**src/rtl/core/hsc_pkg.sv**
```systemverilog
// ----------------------------------------------------------------------------
// hsc_pkg
// Shared widths, coefficient tables and control types for the normalized
// hermite sequence core.
// ----------------------------------------------------------------------------
`default_nettype none

package hsc_pkg;

  localparam int MAX_ORDER   = 31;
  localparam int TABLE_DEPTH = MAX_ORDER + 1;
  localparam int ORDER_W     = 5;
  localparam int COEF_W      = 18;
  localparam int X_W         = 16;
  localparam int VAL_W       = 32;
  localparam int OPA_W       = 22;
  localparam int OPB_W       = 32;
  localparam int PROD_W      = OPA_W + OPB_W;
  localparam int ACC_W       = PROD_W + 1;
  localparam int RND_W       = ACC_W - 16;
  localparam int TABLE_BITS  = TABLE_DEPTH * COEF_W;
  localparam int DATA_W      = 40;

  localparam logic [ORDER_W-1:0] ORDER_LIMIT_RESET = 5'd8;
  localparam logic [VAL_W-1:0]   G0_VALUE          = 32'h0001_0000;

  // operand select for the shared multiplier
  localparam logic [1:0] MSEL_SCALE = 2'd0;
  localparam logic [1:0] MSEL_CROSS = 2'd1;
  localparam logic [1:0] MSEL_DAMP  = 2'd2;

  typedef struct packed {
    logic       capture;
    logic       seed1;
    logic       mul_en;
    logic [1:0] msel;
    logic       round_en;
    logic       acc_load;
    logic       acc_sub;
    logic       sat_en;
    logic       advance;
  } hsc_ctrl_t;

  // restoring divide, elaboration only
  function automatic logic [63:0] const_div(input logic [63:0] num, input logic [63:0] den);
    logic [64:0] rem;
    logic [63:0] quo;
    rem = '0;
    quo = '0;
    for (int i = 63; i >= 0; i--) begin
      rem = {rem[63:0], num[i]};
      if (rem >= {1'b0, den}) begin
        rem = rem - {1'b0, den};
        quo[i] = 1'b1;
      end
    end
    return quo;
  endfunction

  // floor square root, elaboration only
  function automatic logic [63:0] const_isqrt(input logic [63:0] val);
    logic [63:0] a;
    logic [63:0] r;
    logic [63:0] b;
    a = val;
    r = '0;
    b = 64'h4000_0000_0000_0000;
    for (int i = 0; i < 32; i++) begin
      if (a >= r + b) begin
        a = a - (r + b);
        r = (r >> 1) + b;
      end else begin
        r = r >> 1;
      end
      b = b >> 2;
    end
    return r;
  endfunction

  // scale: 2/sqrt(n), damp: 2*sqrt((n-1)/n), both unsigned q2.16
  function automatic logic [TABLE_BITS-1:0] build_table(input logic damp);
    logic [TABLE_BITS-1:0] tbl;
    logic [63:0] num;
    logic [63:0] root;
    tbl = '0;
    for (int n = 1; n < TABLE_DEPTH; n++) begin
      num  = damp ? const_div(64'(n - 1) << 36, 64'(n)) : const_div(64'd1 << 36, 64'(n));
      root = (const_isqrt(num) + 64'd1) >> 1;
      tbl[n*COEF_W +: COEF_W] = root[COEF_W-1:0];
    end
    return tbl;
  endfunction

  localparam logic [TABLE_BITS-1:0] SCALE_TABLE = build_table(1'b0);
  localparam logic [TABLE_BITS-1:0] DAMP_TABLE  = build_table(1'b1);

endpackage

`default_nettype wire

```
**src/rtl/core/normalized_hermite_sequence_core.sv**
```systemverilog
// ----------------------------------------------------------------------------
// normalized_hermite_sequence_core
// Emits G_n(x) = H_n(x)/sqrt(n!) for n = 0 .. order_limit for each sample.
//
//   channel  dir  handshake              payload
//   s_*      in   s_tvalid / s_tready    tdata[15:0] sample_x
//   m_*      out  m_tvalid / m_tready    tdata[4:0] order_index,
//                                        tdata[36:5] hermite_value, tlast run_last
//   cfg_*    in   cfg_we                 cfg_wdata[4:0] order_limit
//
// G0 is loaded as one and G1 is seeded from the sample; every higher order
// steps through SCALE, ROUND, CROSS, DAMP, SUB and SAT before EMIT, sequencing
// the shared multiplier through three products plus round, subtract and saturate.
// Input is taken only when idle; a stalled result holds the whole sequence.
// Synchronous reset returns to idle and sets order_limit to 8.
// ----------------------------------------------------------------------------
`default_nettype none

module normalized_hermite_sequence_core
  import hsc_pkg::*;
(
  input  wire logic               clk,
  input  wire logic               rst,
  input  wire logic               s_tvalid,
  output logic                    s_tready,
  input  wire logic [X_W-1:0]     s_tdata,    // [15:0] sample_x
  output logic                    m_tvalid,
  input  wire logic               m_tready,
  output logic [DATA_W-1:0]       m_tdata,    // [4:0] order_index, [36:5] hermite_value
  output logic                    m_tlast,
  input  wire logic               cfg_we,
  input  wire logic [ORDER_W-1:0] cfg_wdata
);

  logic [ORDER_W-1:0] order_limit;
  logic [ORDER_W-1:0] order;
  logic [VAL_W-1:0]   hermite_value;
  hsc_ctrl_t          ctrl;

  always_ff @(posedge clk) begin
    if (rst) begin
      order_limit <= ORDER_LIMIT_RESET;
    end else if (cfg_we) begin
      order_limit <= cfg_wdata;
    end
  end

  hsc_seq u_seq (
    .clk      (clk),
    .rst      (rst),
    .s_tvalid (s_tvalid),
    .m_tready (m_tready),
    .limit    (order_limit),
    .s_tready (s_tready),
    .m_tvalid (m_tvalid),
    .last     (m_tlast),
    .order    (order),
    .ctrl     (ctrl)
  );

  hsc_dp u_dp (
    .clk           (clk),
    .ctrl          (ctrl),
    .order         (order),
    .sample_x      (s_tdata),
    .hermite_value (hermite_value)
  );

  assign m_tdata = {{(DATA_W-VAL_W-ORDER_W){1'b0}}, hermite_value, order};

endmodule

`default_nettype wire

```
**src/rtl/core/hsc_mul.sv**
```systemverilog
// ----------------------------------------------------------------------------
// hsc_mul
// Shared signed multiplier with a registered product.
// ----------------------------------------------------------------------------
`default_nettype none

module hsc_mul
  import hsc_pkg::*;
(
  input  wire logic                     clk,
  input  wire logic                     en,
  input  wire logic signed [OPA_W-1:0]  a,
  input  wire logic signed [OPB_W-1:0]  b,
  output logic signed [PROD_W-1:0]      prod
);

  always_ff @(posedge clk) begin
    if (en) begin
      prod <= a * b;
    end
  end

endmodule

`default_nettype wire

```
**src/rtl/core/hsc_dp.sv**
```systemverilog
// ----------------------------------------------------------------------------
// hsc_dp
// Recurrence datapath: sample, history, accumulator and result register
// around the shared multiplier.
// ----------------------------------------------------------------------------
`default_nettype none

module hsc_dp
  import hsc_pkg::*;
(
  input  wire logic                 clk,
  input  wire hsc_ctrl_t            ctrl,
  input  wire logic [ORDER_W-1:0]   order,
  input  wire logic [X_W-1:0]       sample_x,
  output logic [VAL_W-1:0]          hermite_value
);

  logic signed [X_W-1:0]    x;
  logic signed [VAL_W-1:0]  prev;
  logic signed [VAL_W-1:0]  older;
  logic signed [OPA_W-1:0]  p16;
  logic signed [ACC_W-1:0]  acc;
  logic signed [PROD_W-1:0] prod;
  logic signed [OPA_W-1:0]  mul_a;
  logic signed [OPB_W-1:0]  mul_b;
  logic [COEF_W-1:0]        scale_coef;
  logic [COEF_W-1:0]        damp_coef;
  logic signed [34:0]       p_rounded;
  logic signed [ACC_W-1:0]  acc_rounded;
  logic signed [RND_W-1:0]  g_wide;
  logic [VAL_W-1:0]         g_sat;

  assign scale_coef = SCALE_TABLE[int'(order)*COEF_W +: COEF_W];
  assign damp_coef  = DAMP_TABLE[int'(order)*COEF_W +: COEF_W];

  always_comb begin
    unique case (ctrl.msel)
      MSEL_SCALE: begin
        mul_a = signed'({{(OPA_W-COEF_W){1'b0}}, scale_coef});
        mul_b = OPB_W'(x);
      end
      MSEL_CROSS: begin
        mul_a = p16;
        mul_b = prev;
      end
      MSEL_DAMP: begin
        mul_a = signed'({{(OPA_W-COEF_W){1'b0}}, damp_coef});
        mul_b = older;
      end
      default: begin
        mul_a = '0;
        mul_b = '0;
      end
    endcase
  end

  hsc_mul u_mul (
    .clk  (clk),
    .en   (ctrl.mul_en),
    .a    (mul_a),
    .b    (mul_b),
    .prod (prod)
  );

  // scale product is q.28, round to q.16
  assign p_rounded = 35'(prod[33:0]) + 35'sd2048;

  assign acc_rounded = acc + ACC_W'(32768);
  assign g_wide      = acc_rounded[ACC_W-1:16];

  always_comb begin
    if (!g_wide[RND_W-1] && (|g_wide[RND_W-2:VAL_W-1])) begin
      g_sat = 32'h7FFF_FFFF;
    end else if (g_wide[RND_W-1] && !(&g_wide[RND_W-2:VAL_W-1])) begin
      g_sat = 32'h8000_0000;
    end else begin
      g_sat = g_wide[VAL_W-1:0];
    end
  end

  always_ff @(posedge clk) begin
    if (ctrl.capture) begin
      x             <= sample_x;
      hermite_value <= G0_VALUE;
    end
    if (ctrl.round_en) begin
      p16 <= p_rounded[33:12];
    end
    if (ctrl.acc_load) begin
      acc <= ACC_W'(prod);
    end else if (ctrl.acc_sub) begin
      acc <= acc - ACC_W'(prod);
    end
    if (ctrl.advance) begin
      older <= prev;
      prev  <= hermite_value;
    end
    if (ctrl.seed1) begin
      hermite_value <= {{(VAL_W-X_W-5){x[X_W-1]}}, x, 5'b0};
    end else if (ctrl.sat_en) begin
      hermite_value <= g_sat;
    end
  end

endmodule

`default_nettype wire

```
**src/rtl/core/hsc_seq.sv**
```systemverilog
// ----------------------------------------------------------------------------
// hsc_seq
// Sequencer: walks the orders of one sample and steps the shared multiplier
// through the three products of each recurrence step.
// ----------------------------------------------------------------------------
`default_nettype none

module hsc_seq
  import hsc_pkg::*;
(
  input  wire logic               clk,
  input  wire logic               rst,
  input  wire logic               s_tvalid,
  input  wire logic               m_tready,
  input  wire logic [ORDER_W-1:0] limit,
  output logic                    s_tready,
  output logic                    m_tvalid,
  output logic                    last,
  output logic [ORDER_W-1:0]      order,
  output hsc_ctrl_t               ctrl
);

  localparam logic [2:0] ST_IDLE  = 3'd0;
  localparam logic [2:0] ST_SCALE = 3'd1;
  localparam logic [2:0] ST_ROUND = 3'd2;
  localparam logic [2:0] ST_CROSS = 3'd3;
  localparam logic [2:0] ST_DAMP  = 3'd4;
  localparam logic [2:0] ST_SUB   = 3'd5;
  localparam logic [2:0] ST_SAT   = 3'd6;
  localparam logic [2:0] ST_EMIT  = 3'd7;

  logic [2:0]         state;
  logic [2:0]         state_next;
  logic [ORDER_W-1:0] order_next;

  assign s_tready = (state == ST_IDLE);
  assign m_tvalid = (state == ST_EMIT);
  assign last     = (order == limit);

  always_comb begin
    state_next = state;
    order_next = order;
    ctrl       = '0;
    unique case (state)
      ST_IDLE: begin
        if (s_tvalid) begin
          ctrl.capture = 1'b1;
          order_next   = '0;
          state_next   = ST_EMIT;
        end
      end
      ST_SCALE: begin
        ctrl.mul_en = 1'b1;
        ctrl.msel   = MSEL_SCALE;
        state_next  = ST_ROUND;
      end
      ST_ROUND: begin
        ctrl.round_en = 1'b1;
        state_next    = ST_CROSS;
      end
      ST_CROSS: begin
        ctrl.mul_en = 1'b1;
        ctrl.msel   = MSEL_CROSS;
        state_next  = ST_DAMP;
      end
      ST_DAMP: begin
        ctrl.mul_en   = 1'b1;
        ctrl.msel     = MSEL_DAMP;
        ctrl.acc_load = 1'b1;
        state_next    = ST_SUB;
      end
      ST_SUB: begin
        ctrl.acc_sub = 1'b1;
        state_next   = ST_SAT;
      end
      ST_SAT: begin
        ctrl.sat_en = 1'b1;
        state_next  = ST_EMIT;
      end
      ST_EMIT: begin
        if (m_tready) begin
          ctrl.advance = 1'b1;
          if (last) begin
            state_next = ST_IDLE;
          end else begin
            order_next = order + 1'b1;
            // first order is seeded straight from the sample
            if (order == '0) begin
              ctrl.seed1 = 1'b1;
            end else begin
              state_next = ST_SCALE;
            end
          end
        end
      end
      default: begin
        state_next = ST_IDLE;
      end
    endcase
  end

  always_ff @(posedge clk) begin
    if (rst) begin
      state <= ST_IDLE;
      order <= '0;
    end else begin
      state <= state_next;
      order <= order_next;
    end
  end

endmodule

`default_nettype wire

```
**config.mk**
```make
export PLATFORM = sky130hd
export DESIGN_NAME = normalized_hermite_sequence_core
export DESIGN_NICKNAME = d
export VERILOG_FILES = /design/src/rtl/core/hsc_pkg.sv /design/src/rtl/core/normalized_hermite_sequence_core.sv /design/src/rtl/core/hsc_mul.sv /design/src/rtl/core/hsc_dp.sv /design/src/rtl/core/hsc_seq.sv
export SDC_FILE = /design/constraint.sdc
export NUM_CORES = 2
export LEC_CHECK = 0
export BUFFER_PORTS_ARGS = -buffer_cell sky130_fd_sc_hd__buf_2
export CORE_ASPECT_RATIO = 2
export CORE_MARGIN = 2
export CORE_UTILIZATION = 55
export CTS_CLUSTER_SIZE = 12
export DETAILED_ROUTE_END_ITERATION = 10
export GPL_ROUTABILITY_DRIVEN = 0
export GPL_TIMING_DRIVEN = 1
export PLACE_DENSITY = 0.68
export SLEW_MARGIN = 15
export SYNTH_ARGS = -nofsm -noshare
export SYNTH_HDL_FRONTEND = slang
export SYNTH_SLANG_ARGS = --single-unit
```
**constraint.sdc**
```tcl
create_clock -name clk -period 26.2 [get_ports clk]
set_input_delay 0 -clock clk [delete_from_list [all_inputs] [get_ports clk]]
set_output_delay 0 -clock clk [all_outputs]
set_load 0.005 [all_outputs]
```
==> results.yml <==
clock_network:
  postCtsSetupRepairBufs: 0
  cts-root-buf: "clkbuf_16"
  cts_buffers: 26
  cts_htree_levels: 1
  clk_pin_slew_worst_paths_ns: 0.07
  cts_resized: 0
  cts_hold_buf: 34
  clock-sinks: 256
  tritoncts: "yes"
  clock_path_buffers: 3
  clk_latency_ns: 0.60
sta:
  period_minus_slack_ns: 11.74
  fin_ws_ns: 14.46
  worst_pin_slew_ns: 1.255
  rsz0062_at_grt: "no"
  fin_skew_ns: 0.04195
  setup_tns_ns: 0
  drv_slew: 0
  timing.fmax_ghz: 0.08521
  period_share: 0.4479
  setup_viol: 0
  hold_violations: 0
  relSlewSlack: 0.1630
floorplan:
  die_w_um: 195.0
  core_sq_um: 72520
  rows: 140
  die_h_um: 386.1
  die_area_sq_um: 75290
  start_util: 0.5535
  ios: 69
worst_setup_path:
  r2r_cells: 34
  required_ns: 26.50
  worstPathMaxFanout: 53
  cp-start-kind: "flop"
  r2r_start: "u_seq.state[2]"
  worst_ep_arrival_time_ns: 12.04
  reg2reg_slack_ns: 14.46
  critPathMaxStageDelay_ns: 0.56
  cp_common_cell: "fa_1"
  worstSetupPathType: "reg2reg"
  timing.rr.end: "u_dp.u_mul.prod[47]"
  worst_path_max_delay_cell: "inv_2"
  cp-end-kind: "flop"
status:
  status: "complete, no violations"
synthesis:
  synth_area_per_cell_sq_um: 9.078
  synth.top_cell.area_share: 0.3501
  yosysTopAreaCell: "fa_1"
  synth_ff_type: "edfxtp_1"
  ys_types: 89
  ys_ff_latch: 256
  netlist_area_sq_um: 40140
  synth_edf_count: 238
  synth-seq-area-share: 0.1870
  async_flop_share: 0
  synthTopCellsByArea: "fa_1 (35%), edfxtp_1 (18%), inv_1 (8.2%)"
  synth_warnings: 0
  syn_inst: 4422
layout:
  synthToLayoutAreaGrowth_pct: 5.720
  fillers: 6545
  layout.cells.non_filler: 5320
  antennaDiodeCount: 0
  nets: 5338
  final_area_sq_um: 42440
  drive_gt1_frac: 0.05185
global_routing:
  antenna_found_initial: 1
  grt_max_degree: 76
  grt_pass1_wl_um: 198400
  gr-usage-all-layers: 0.3554
  grt_overflow: 0
  grt_pass1_vias: 34302
drt:
  drc_errors: 0
  wl_um: 130200
  ant_nets: 0
  drt_first_pass_iters: 9
  vias: 32302
  wl_per_cell_um: 24.47
  vias_per_cell: 6.072
  first_iter_violations: 2919
placed_design:
  port_buffers: 65
  placed_area_sq_um: 41330
  dpl.hpwl_um: 100700
  dp_slack_ns: 14.72
  dpl.cell_count: 5242
min_path:
  whs_path_depth: 2
  min_to: "u_dp.x[4]"
  hold_path.startpoint: "s_tdata[4]"
  hold_path.class: "in2reg"
power:
  ir_drop_mv: 0.1157
  power.density_nw_per_um2: 110.6
  p_leak_nw: 19.87
flow_run:
  drv_cap: 0
## layer usage
| metal | up-vias | track usage | share of wire |
|---|---|---|---|
| met5 | - | 0 | 0.00012 |
| met1 | 16008 | 0.3844 | 0.33 |
| met2 | 1757 | 0.6146 | 0.49 |
| met3 | 664 | 0.05599 | 0.082 |
| met4 | 2 | 0.2953 | 0.10 |
| li1 | 13871 | - | - |
## sequential cells by signal (all words and copies together), names as in the netlist
name,flops
order_limit,5
u_dp.acc,55
u_dp.hermite_value,32
u_dp.older,32
u_dp.p16,22
u_dp.prev,32
u_dp.u_mul.prod,54
u_dp.x,16
u_seq.order,5
u_seq.state,3
## stage by stage
stage / utilization / power, mW / hold WS, ns
after global routing: 0.5852 / 5.052 / 0.1221
after CTS: 0.5849 / 4.652 / 0.09758
after detailed placement: 0.5700 / 4.241 / 0.1783
after floorplan: - / 3.180 / 0.09887
after global placement: 0.5698 / 4.216 / 0.1771
final: 0.5852 / 4.694 / 0.1284
## power by group
group	internal, mW	switching, mW
clock	0.183	0.176
sequential	0.693	0.139
combinational	1.30	2.20
total	2.18	2.51
## synthesized netlist by cell type (12+ instances only)
master    number
nand2_1      681
inv_1        877
nor2_1       295
nor2b_1       15
o21ai_0      108
xor2_1        65
and3_1        40
nand3_1       63
a31oi_1       20
nand2b_1      25
o211ai_1      28
dfxtp_1       18
a21o_1        66
clkbuf_1     203
a221o_1       33
a21oi_1      202
xnor2_1      103
a211oi_1      24
fa_1         702
a221oi_1      34
nand4_1       25
o31ai_1       12
edfxtp_1     238
buf_1         19
nor3_1        47
ha_1         226
and2_1        59
## worst max path at each step
stage                                     end            from  slack (ns)
after floorplan           u_dp.u_mul.prod[53]  u_seq.state[2]       15.55
after global placement    u_dp.u_mul.prod[47]  u_seq.state[2]       14.76
after detailed placement  u_dp.u_mul.prod[47]  u_seq.state[2]       14.72
after CTS                 u_dp.u_mul.prod[47]  u_seq.state[2]       14.64
after global routing      u_dp.u_mul.prod[53]  u_seq.state[2]       14.01
final                     u_dp.u_mul.prod[47]  u_seq.state[2]       14.46
## placed cells by master (no fill, tap or decap), types with 47 or more instances in the layout
cell | synthesis | final
nand2_1 | 681 | 679
nand3_1 | 63 | 63
nor2_1 | 295 | 291
and2_1 | 59 | 57
ha_1 | 226 | 226
nor3_1 | 47 | 47
xor2_1 | 65 | 65
buf_4 | 4 | 64
fa_1 | 702 | 702
xnor2_1 | 103 | 103
o21ai_0 | 108 | 108
buf_2 | 7 | 67
a21o_1 | 66 | 65
inv_1 | 877 | 877
edfxtp_1 | 238 | 238
a21oi_1 | 202 | 199
## kinds of logic (layout without fill, tap and decap cells)
family / after synthesis / after routing / synth area share
xor gates and xnor gates: 168 / 168 / 0.03666
AOI/OAI and AO/OA: 650 / 650 / 0.1072
DFF: 256 / 256 / 0.1870
adders and majority gates: 928 / 928 / 0.4205
other: 1 / 3 / 0.00009342
muxes: 12 / 12 / 0.003335
and+or+nand+nor: 1292 / 1292 / 0.1400
buffers and inverters: 1115 / 1088 / 0.1052
## cell type report
type,count,area [sq um],share of cell area
flip-flops and latches,256,7510,0.1770
well taps,923,1155,0.02721
repair buffers,167,1172,0.02763
clock buffers,35,684.4,0.01613
multi-input cells,3053,28560,0.6729
clock inverters,6,57.56,0.001356
inverters,880,3303,0.07783
## critical path: cells and delay by family, from the launching register on
family,cells,cell delay (ns)
XOR/XNOR,1,0.14
multiplexers,2,0.65
flip-flops,1,0.47
adder cells (fa/ha/maj),9,3.87
AND/OR/NAND/NOR,4,0.90
AO/OA/AOI/OAI,8,2.65
buffers and inverters,10,2.70
Note: power is estimated with default switching activity, not from simulation.
